## config.mk

```make
export PLATFORM = sky130hd
export DESIGN_NAME = qptu_ctrl
export DESIGN_NICKNAME = d
export VERILOG_FILES = /design/src/qptu_pkg.sv /design/src/qptu_ctrl.sv
export SDC_FILE = /design/constraint.sdc
export NUM_CORES = 1
export LEC_CHECK = 0
export ABC_AREA = 1
export BUFFER_PORTS_ARGS = -buffer_cell sky130_fd_sc_hd__buf_2
export CAP_MARGIN = 25
export CORE_AREA = 2 2 44 46
export CTS_CLUSTER_DIAMETER = 60
export CTS_CLUSTER_SIZE = 40
export DETAILED_ROUTE_END_ITERATION = 7
export DIE_AREA = 0 0 46 48
export GPL_TIMING_DRIVEN = 1
export PLACE_DENSITY_LB_ADDON = 0.2
export SYNTH_ARGS = -nofsm -noshare
export SYNTH_HDL_FRONTEND = slang
export SYNTH_SLANG_ARGS = --single-unit
```

## constraint.sdc

```tcl
create_clock -name clock -period 1.7 [get_ports clock]
set_clock_uncertainty 0.2 [all_clocks]
set_input_delay 0.085 -clock clock [delete_from_list [all_inputs] [get_ports clock]]
set_output_delay 0.085 -clock clock [all_outputs]
set_load 0.05 [all_outputs]
```

## src/qptu_pkg.sv

```systemverilog
// Shared constants, codes and types of the quintic position trajectory unit.
package qptu_pkg;

   // Defaults of the top-level parameters.
   localparam int POSITION_BITS_DEF = 32;
   localparam int FRACTION_BITS_DEF = 24;

   // Fixed field widths.
   localparam int POS_W     = 32;
   localparam int MOVE_W    = 24;
   localparam int DUR_W     = 32;
   localparam int ID_W      = 8;
   localparam int SPD_W     = 31;
   localparam int TPS_W     = 20;
   localparam int CSR_IDX_W = 2;

   // Register indexes.
   localparam logic [CSR_IDX_W-1:0] CSR_DRIVE_ID  = 2'd0;
   localparam logic [CSR_IDX_W-1:0] CSR_MAX_SPEED = 2'd1;
   localparam logic [CSR_IDX_W-1:0] CSR_TICKS_SEC = 2'd2;

   // Register reset values.
   localparam logic [ID_W-1:0]  DRIVE_ID_RST  = '0;
   localparam logic [SPD_W-1:0] MAX_SPEED_RST = SPD_W'(100000);
   localparam logic [TPS_W-1:0] TICKS_SEC_RST = TPS_W'(1000);

   // Input item kinds.
   localparam logic CMD_SET  = 1'b0;
   localparam logic CMD_TICK = 1'b1;

   // Datapath operations.
   typedef logic [4:0] op_type;
   localparam op_type OP_NONE        = 5'd0;
   localparam op_type OP_SET         = 5'd1;
   localparam op_type OP_TICK        = 5'd2;
   localparam op_type OP_LATCH       = 5'd3;
   localparam op_type OP_AUTO_MUL    = 5'd4;
   localparam op_type OP_DIV_AUTO    = 5'd5;
   localparam op_type OP_AUTO_FIX    = 5'd6;
   localparam op_type OP_DIV_FRAC    = 5'd7;
   localparam op_type OP_S           = 5'd8;
   localparam op_type OP_S2          = 5'd9;
   localparam op_type OP_S3          = 5'd10;
   localparam op_type OP_INNER       = 5'd11;
   localparam op_type OP_P           = 5'd12;
   localparam op_type OP_OFF         = 5'd13;
   localparam op_type OP_POS         = 5'd14;
   localparam op_type OP_COMMIT_NONE = 5'd15;
   localparam op_type OP_COMMIT_HOLD = 5'd16;
   localparam op_type OP_COMMIT_JUMP = 5'd17;
   localparam op_type OP_COMMIT_RAMP = 5'd18;

   // Datapath status seen by the controller.
   typedef struct packed {
      logic target_set;
      logic reached;
      logic ramp;
      logic pending;
      logic match;
      logic dur_zero;
      logic el_ge_dur;
      logic div_done;
   } dp_status_type;

endpackage

```

## src/qptu_ctrl.sv

```systemverilog
// Controller: sequences one item through the datapath and owns the result valid.
module qptu_ctrl
   import qptu_pkg::*;
(
   input  logic          clock,
   input  logic          reset,
   input  logic          req_tvalid,
   input  logic          req_command,
   output logic          req_tready,
   output logic          rsp_tvalid,
   input  logic          rsp_tready,
   input  dp_status_type status,
   output op_type        op
);

   localparam logic [3:0] ST_IDLE      = 4'd0;
   localparam logic [3:0] ST_DECIDE    = 4'd1;
   localparam logic [3:0] ST_LATCHED   = 4'd2;
   localparam logic [3:0] ST_AUTO_DIV  = 4'd3;
   localparam logic [3:0] ST_AUTO_WAIT = 4'd4;
   localparam logic [3:0] ST_CHECK     = 4'd5;
   localparam logic [3:0] ST_FRAC_WAIT = 4'd6;
   localparam logic [3:0] ST_S2        = 4'd7;
   localparam logic [3:0] ST_S3        = 4'd8;
   localparam logic [3:0] ST_INNER     = 4'd9;
   localparam logic [3:0] ST_P         = 4'd10;
   localparam logic [3:0] ST_OFF       = 4'd11;
   localparam logic [3:0] ST_POS       = 4'd12;
   localparam logic [3:0] ST_COMMIT    = 4'd13;

   localparam logic [1:0] K_NONE = 2'd0;
   localparam logic [1:0] K_HOLD = 2'd1;
   localparam logic [1:0] K_JUMP = 2'd2;
   localparam logic [1:0] K_RAMP = 2'd3;

   logic [3:0] state_ff, state_in;
   logic [1:0] kind_ff, kind_in;
   logic       rsp_valid_ff, rsp_valid_in;
   logic       out_free;

   always_comb begin
      out_free     = !rsp_valid_ff || rsp_tready;
      state_in     = state_ff;
      kind_in      = kind_ff;
      rsp_valid_in = rsp_valid_ff && !rsp_tready;
      op           = OP_NONE;
      case (state_ff)
         ST_IDLE: begin
            if (req_tvalid) begin
               op = (req_command == CMD_TICK) ? OP_TICK : OP_SET;
               if (req_command == CMD_TICK) begin
                  state_in = ST_DECIDE;
               end
            end
         end
         ST_DECIDE: begin
            if (!status.target_set) begin
               kind_in  = K_NONE;
               state_in = ST_COMMIT;
            end else if (status.reached || !status.match) begin
               kind_in  = K_HOLD;
               state_in = ST_COMMIT;
            end else if (!status.ramp) begin
               kind_in  = K_JUMP;
               state_in = ST_COMMIT;
            end else if (status.pending) begin
               op       = OP_LATCH;
               state_in = ST_LATCHED;
            end else begin
               state_in = ST_CHECK;
            end
         end
         ST_LATCHED: begin
            if (status.dur_zero) begin
               op       = OP_AUTO_MUL;
               state_in = ST_AUTO_DIV;
            end else begin
               state_in = ST_CHECK;
            end
         end
         ST_AUTO_DIV: begin
            op       = OP_DIV_AUTO;
            state_in = ST_AUTO_WAIT;
         end
         ST_AUTO_WAIT: begin
            if (status.div_done) begin
               op       = OP_AUTO_FIX;
               state_in = ST_CHECK;
            end
         end
         ST_CHECK: begin
            kind_in = K_RAMP;
            if (status.el_ge_dur) begin
               state_in = ST_COMMIT;
            end else begin
               op       = OP_DIV_FRAC;
               state_in = ST_FRAC_WAIT;
            end
         end
         ST_FRAC_WAIT: begin
            if (status.div_done) begin
               op       = OP_S;
               state_in = ST_S2;
            end
         end
         ST_S2: begin
            op       = OP_S2;
            state_in = ST_S3;
         end
         ST_S3: begin
            op       = OP_S3;
            state_in = ST_INNER;
         end
         ST_INNER: begin
            op       = OP_INNER;
            state_in = ST_P;
         end
         ST_P: begin
            op       = OP_P;
            state_in = ST_OFF;
         end
         ST_OFF: begin
            op       = OP_OFF;
            state_in = ST_POS;
         end
         ST_POS: begin
            op       = OP_POS;
            state_in = ST_COMMIT;
         end
         ST_COMMIT: begin
            if (out_free) begin
               case (kind_ff)
                  K_NONE:  op = OP_COMMIT_NONE;
                  K_HOLD:  op = OP_COMMIT_HOLD;
                  K_JUMP:  op = OP_COMMIT_JUMP;
                  K_RAMP:  op = OP_COMMIT_RAMP;
                  default: op = OP_COMMIT_NONE;
               endcase
               rsp_valid_in = 1'b1;
               state_in     = ST_IDLE;
            end
         end
         default: state_in = ST_IDLE;
      endcase
   end

   always_ff @(posedge clock) begin
      if (reset) begin
         state_ff     <= ST_IDLE;
         kind_ff      <= K_NONE;
         rsp_valid_ff <= 1'b0;
      end else begin
         state_ff     <= state_in;
         kind_ff      <= kind_in;
         rsp_valid_ff <= rsp_valid_in;
      end
   end

   assign req_tready = (state_ff == ST_IDLE);
   assign rsp_tvalid = rsp_valid_ff;

   a_commit_shows: assert property (@(posedge clock) disable iff (reset)
      (state_ff == ST_COMMIT && out_free) |=> rsp_valid_ff)
      else $error("committed result not presented");

   a_commit_waits: assert property (@(posedge clock) disable iff (reset)
      (state_ff == ST_COMMIT && !out_free) |=> (state_ff == ST_COMMIT))
      else $error("commit left while result register busy");

   a_tick_decides: assert property (@(posedge clock) disable iff (reset)
      (state_ff == ST_IDLE && req_tvalid && req_command == CMD_TICK)
         |=> (state_ff == ST_DECIDE))
      else $error("accepted tick not sequenced");

endmodule

```

# ---- Word-level counts from Yosys, hierarchy flattened
# Cells that the tools add are included.
dict set report classes {
  n_eq_ne 22
  n_mux 31
  reduce_logical 11
}
# op count
set ops {}
lappend ops {{$pmux 5 s14} 1}
lappend ops {{$pmux 4 s14} 1}
lappend ops {{$mux 4} 10}
lappend ops {{$eq 4x4->1 const B} 6}
lappend ops {{$pmux 5 s4} 1}
lappend ops {{$mux 2} 9}
lappend ops {{$eq 4x3->1 const B} 4}
lappend ops {{$mux 3} 5}
lappend ops {{$ne 2x2->1 const B} 5}
lappend ops {{$eq 4x2->1 const B} 2}
lappend ops {{$mux 5} 1}
lappend ops {{$reduce_and 5->1} 1}
lappend ops {{$eq 2x2->1 const B} 2}
lappend ops {{$eq 4x1->1 const B} 1}
lappend ops {{$logic_not 4->1} 1}
lappend ops {{$ne 4x4->1 const B} 1}
lappend ops {{$pmux 2 s2} 1}
lappend ops {{$logic_not 1->1} 3}
lappend ops {{$eq 2x1->1 const B} 1}
lappend ops {{$logic_not 2->1} 1}
lappend ops {{$logic_or 1x1->1} 2}
lappend ops {{$mux 1} 2}
lappend ops {{$reduce_and 2->1} 1}
lappend ops {{$reduce_bool 2->1} 1}
lappend ops {{$logic_and 1x1->1} 1}
dict set report totals {
  reg_bits 7
  in_bits 13
  output_inout_bits 7
  elab_cells 67
}

# ---- Longest topological paths before layout
dict set report depth {
  word_depth 5
  mapped_depth 9
  ltp_nobuf 9
}

# ---- Worst setup path after synthesis
# No wires, ideal clock.
dict set report synth_timing {
  path_kind {reg-to-output}
  from {register state_ff[3]}
  to {output op[1]}
  arrival_ns 1.692
  required_time_ns 1.415
  path_slack_ns -0.277
  path_stages_with_launch 6
  n_path_buf 1
  cell_sequence {dfxtp_1 > clkbuf_2 > nand2_1 > nor2_1 > nand2_1 > o2111ai_1}
}
dict set report synth_via {
  elab_chain_cells 2
  elab_cells_between_ends 15
  cone_classes {eq/ne (13); mux (1); reduce/logical (1)}
}
# element line_no
set synth_rtl {}
lappend synth_rtl {{from (decl)} qptu_ctrl.sv:36} ;# logic [3:0] state_ff, state_in;
lappend synth_rtl {{from (signal assigned)} qptu_ctrl.sv:153} ;# state_ff <= state_in;
lappend synth_rtl {{$eq 4x4->1 (tied with other cells)} qptu_ctrl.sv:47} ;# case (state_ff)
lappend synth_rtl {{$pmux 5 s14 (*)} qptu_ctrl.sv:47}
lappend synth_rtl {{to (decl)} qptu_ctrl.sv:13} ;# output op_type op
# Mark *: on every way between the ends. The rest lies on a longest branch, timed or not.

# ---- Worst setup path in the final report
dict set report layout_timing {
  from {register state_ff[2]}
  to {output op[0]}
}
# Same word-level chain as after synthesis.

==> flow_summary.json <==
{
  "status": "complete, but fails checks",
  "violations": "negative setup slack",
  "period_share": 1.01,
  "hp-class": "primary input to register",
  "diodes": 0,
  "seq_area_frac_synth": 0.203,
  "synth_ff_type": "dfxtp_1",
  "numCtsBuffers": 3,
  "clock.fmax_mhz": 585,
  "seqPwrFrac": 0.195,
  "yosysUniqueCellTypes": 20,
  "grt_usage": 0.184,
  "dieArea_um2": 2210,
  "rsz0062_at_grt": "true",
  "yosysTopAreaCell": "nand2_1",
  "syn_nets": 141,
  "n_fill_cell": 148,
  "first_iter_violations": 21,
  "finalNonFillerCells": 176,
  "crit_required_ps": 1410,
  "dr_total_vias": 873,
  "powerDensity_nw_per_um2": 1650,
  "portBuffers": 19,
  "ys_ff_latch": 7,
  "clkPwrFrac": 0.082,
  "placedInstanceArea_um2": 857,
  "syn_area_um2": 689,
  "p_sw_frac": 0.542,
  "setup_viol": 1,
  "timing.slew.headroom": 0.834,
  "drive_gt1_frac": 0.453,
  "p_total_mw": 1.77,
  "end_kind": "output pin",
  "p_leak_nw": 0.538,
  "cp.arrival_ps": 1420,
  "cts-root-buf": "clkbuf_4",
  "synth_top_area_share": 0.207,
  "design_area_um2": 1070,
  "final_nets": 175,
  "grt_pass1_wl_um": 2920,
  "worst_skew_pair.late_latency_ps": 250,
  "die_w_um": 46,
  "cts.path.max_buffers": 2,
  "pwr-share-comb": 0.723,
  "wl_per_cell_um": 10.6,
  "cts_sinks": 7,
  "crit_path_cell_trace": "nor2_4 -> inv_2 -> nor2_4 -> nand3_2 -> o211ai_1 -> buf_4",
  "route.detailed.drc": 0,
  "peakVddDrop_v": 0.000944,
  "cts.clk_slew.worst_paths_ps": 50,
  "met1_usage": 0.251,
  "gp_congestion": 0.893,
  "ys_top_cells_by_count": "38 x nand2_1, 23 x inv_1, 18 x nor2_1",
  "grt_remaining_overflow": 0,
  "worst_setup_path_start_kind": "register",
  "cp_top_family": "simple AND/OR/NAND/NOR gates",
  "crit_path_frequent_cell": "nor2_4",
  "final_antenna_net_count": 0,
  "worst_slack_ps": -9.82,
  "drt-pass1-iter-count": 4,
  "drv_cap": 0,
  "slowest_stage": "dfxtp_4",
  "tightest_slew_ps": 250,
  "power.switching_mw": 0.959,
  "crit_buf_inv": 2,
  "r2r_slack_ps": 110,
  "worstSetupPathType": "register to output pin",
  "synth_edf_count": 0,
  "async_flop_share": 0,
  "min_period_ps": 1710,
  "max_stage_delay_ps": 380,
  "synth.avg_cell_area_um2": 5.47,
  "critical_path.max_fanout": 7,
  "place_inst": 164,
  "post_drt_via_cell_ratio": 4.96,
  "wl_um": 1860,
  "syn_inst": 126,
  "htreeDepth": 1,
  "num_rows": 15,
  "synth_most_common_cell": "nand2_1",
  "synthToLayoutAreaGrowth_pct": 55.9,
  "use_met2": 0.311,
  "grt_busiest_layer": "met2",
  "grt_pass1_vias": 698,
  "internal-power_mw": 0.810,
  "die_y_um": 48,
  "slew_viol_final": 0,
  "yosysWarnings": 0,
  "grt_max_degree": 8,
  "ios": 20,
  "core_um2": 1690,
  "dp_hpwl_um": 1520,
  "gr-usage-met3": 0.0340,
  "hold_violations": 0,
  "synthTopCellsByArea": "nand2_1 21%, dfxtp_1 20%, inv_1 13%",
  "antenna_found_initial": 0,
  "initial_utilization": 0.408,
  "cts_tree": "yes"
}
## layout make-up
type	count	area, um^2	share of cell area
well taps	17	21.3	0.0198
repair buffers	30	210	0.196
clock buffers	4	26.3	0.0244
flip-flops and latches	7	161	0.150
multi-input cells	94	558	0.519
inverters	24	97.6	0.0908
## power groups by stage
stage | Clock [mW] | Sequential (mW) | Combinational [mW]
final | 0.145 | 0.345 | 1.28
after global routing | 0.163 | 0.356 | 1.38
after CTS | 0.151 | 0.320 | 1.16
after detailed placement | 0 | 0.296 | 1.03
after global placement | 0 | 0.294 | 1.02
after floorplan | 0 | 0.269 | 0.829
## sequential cells by signal, indices dropped and copies added, names as in the netlist
register / cells
rsp_tvalid: 1
state_ff: 4
kind_ff: 2
## through the flow
stage | hold slack, ps | utilization | setup TNS (ps) | setup WS, ps
2_1_floorplan | -55.6 | - | -85.4 | -59.8
3_3_place_gp | 156 | 0.507 | 0 | 95.0
3_5_place_dp | 159 | 0.507 | 0 | 75.0
4_1_cts | -3.51 | 0.592 | 0 | 1.49
5_1_grt | 12.4 | 0.636 | -212 | -106
6_report | 8.07 | 0.636 | -9.82 | -9.82
## layer usage
| layer | share of wire | vias up |
|---|---|---|
| li1 | - | 471 |
| met1 | 0.49 | 381 |
| met2 | 0.48 | 21 |
| met3 | 0.034 | 0 |
| met4 | 0 | 0 |
| met5 | 0 | - |
## what timing repair did
item / CTS / global route
hold endpoints to repair: 7 / 1
buffers inserted: 1 / 4
pin swaps: 4 / 14
resized for setup: 28 / 17
setup endpoints to repair: 4 / 5
hold buffers: 3 / 1
## kinds of logic (layout without fill, tap and decap cells)
kind of cell,Yosys count,after routing,share of synthesized area
flops,7,7,0.203
simple gates,74,74,0.465
buf+inv,25,58,0.138
compound gates,18,18,0.158
fa+ha+maj,2,2,0.0363
## placed cells by master (no fill, tap or decap)
cell type,count
a21oi_1,8
a21oi_2,1
a31oi_1,1
a41oi_1,1
buf_2,15
buf_4,8
buf_6,4
clkbuf_1,1
clkbuf_4,3
dfxtp_2,2
dfxtp_4,5
dlygate4sd3_1,3
ha_1,1
ha_2,1
inv_1,15
inv_2,6
inv_4,3
nand2_1,30
nand2_2,7
nand2_4,1
nand2_8,1
nand3_1,7
nand3_2,2
nand4_1,2
nor2_1,11
nor2_2,5
nor2_4,6
nor3_2,1
o2111ai_2,1
o211ai_1,4
o21ai_0,2
or2_1,1
## path summary, 6_finish.rpt
kind          startpoint           to  depth (start not counted)
max          state_ff[2]        op[0]                          6
min           rsp_tready  state_ff[0]                          4
max reg2reg  state_ff[2]   kind_ff[1]                          8
min reg2reg   kind_ff[0]   kind_ff[0]                          2
## worst reg2reg max path, stage by stage (launching register included)
cell and delay [ps]:
dfxtp_4 380, nor2_4 170, inv_2 60, nor2_4 110
buf_4 110, buf_4 100, nand2_1 100, o21ai_0 170
a21oi_1 80
Note: power is estimated with default switching activity, not from simulation.
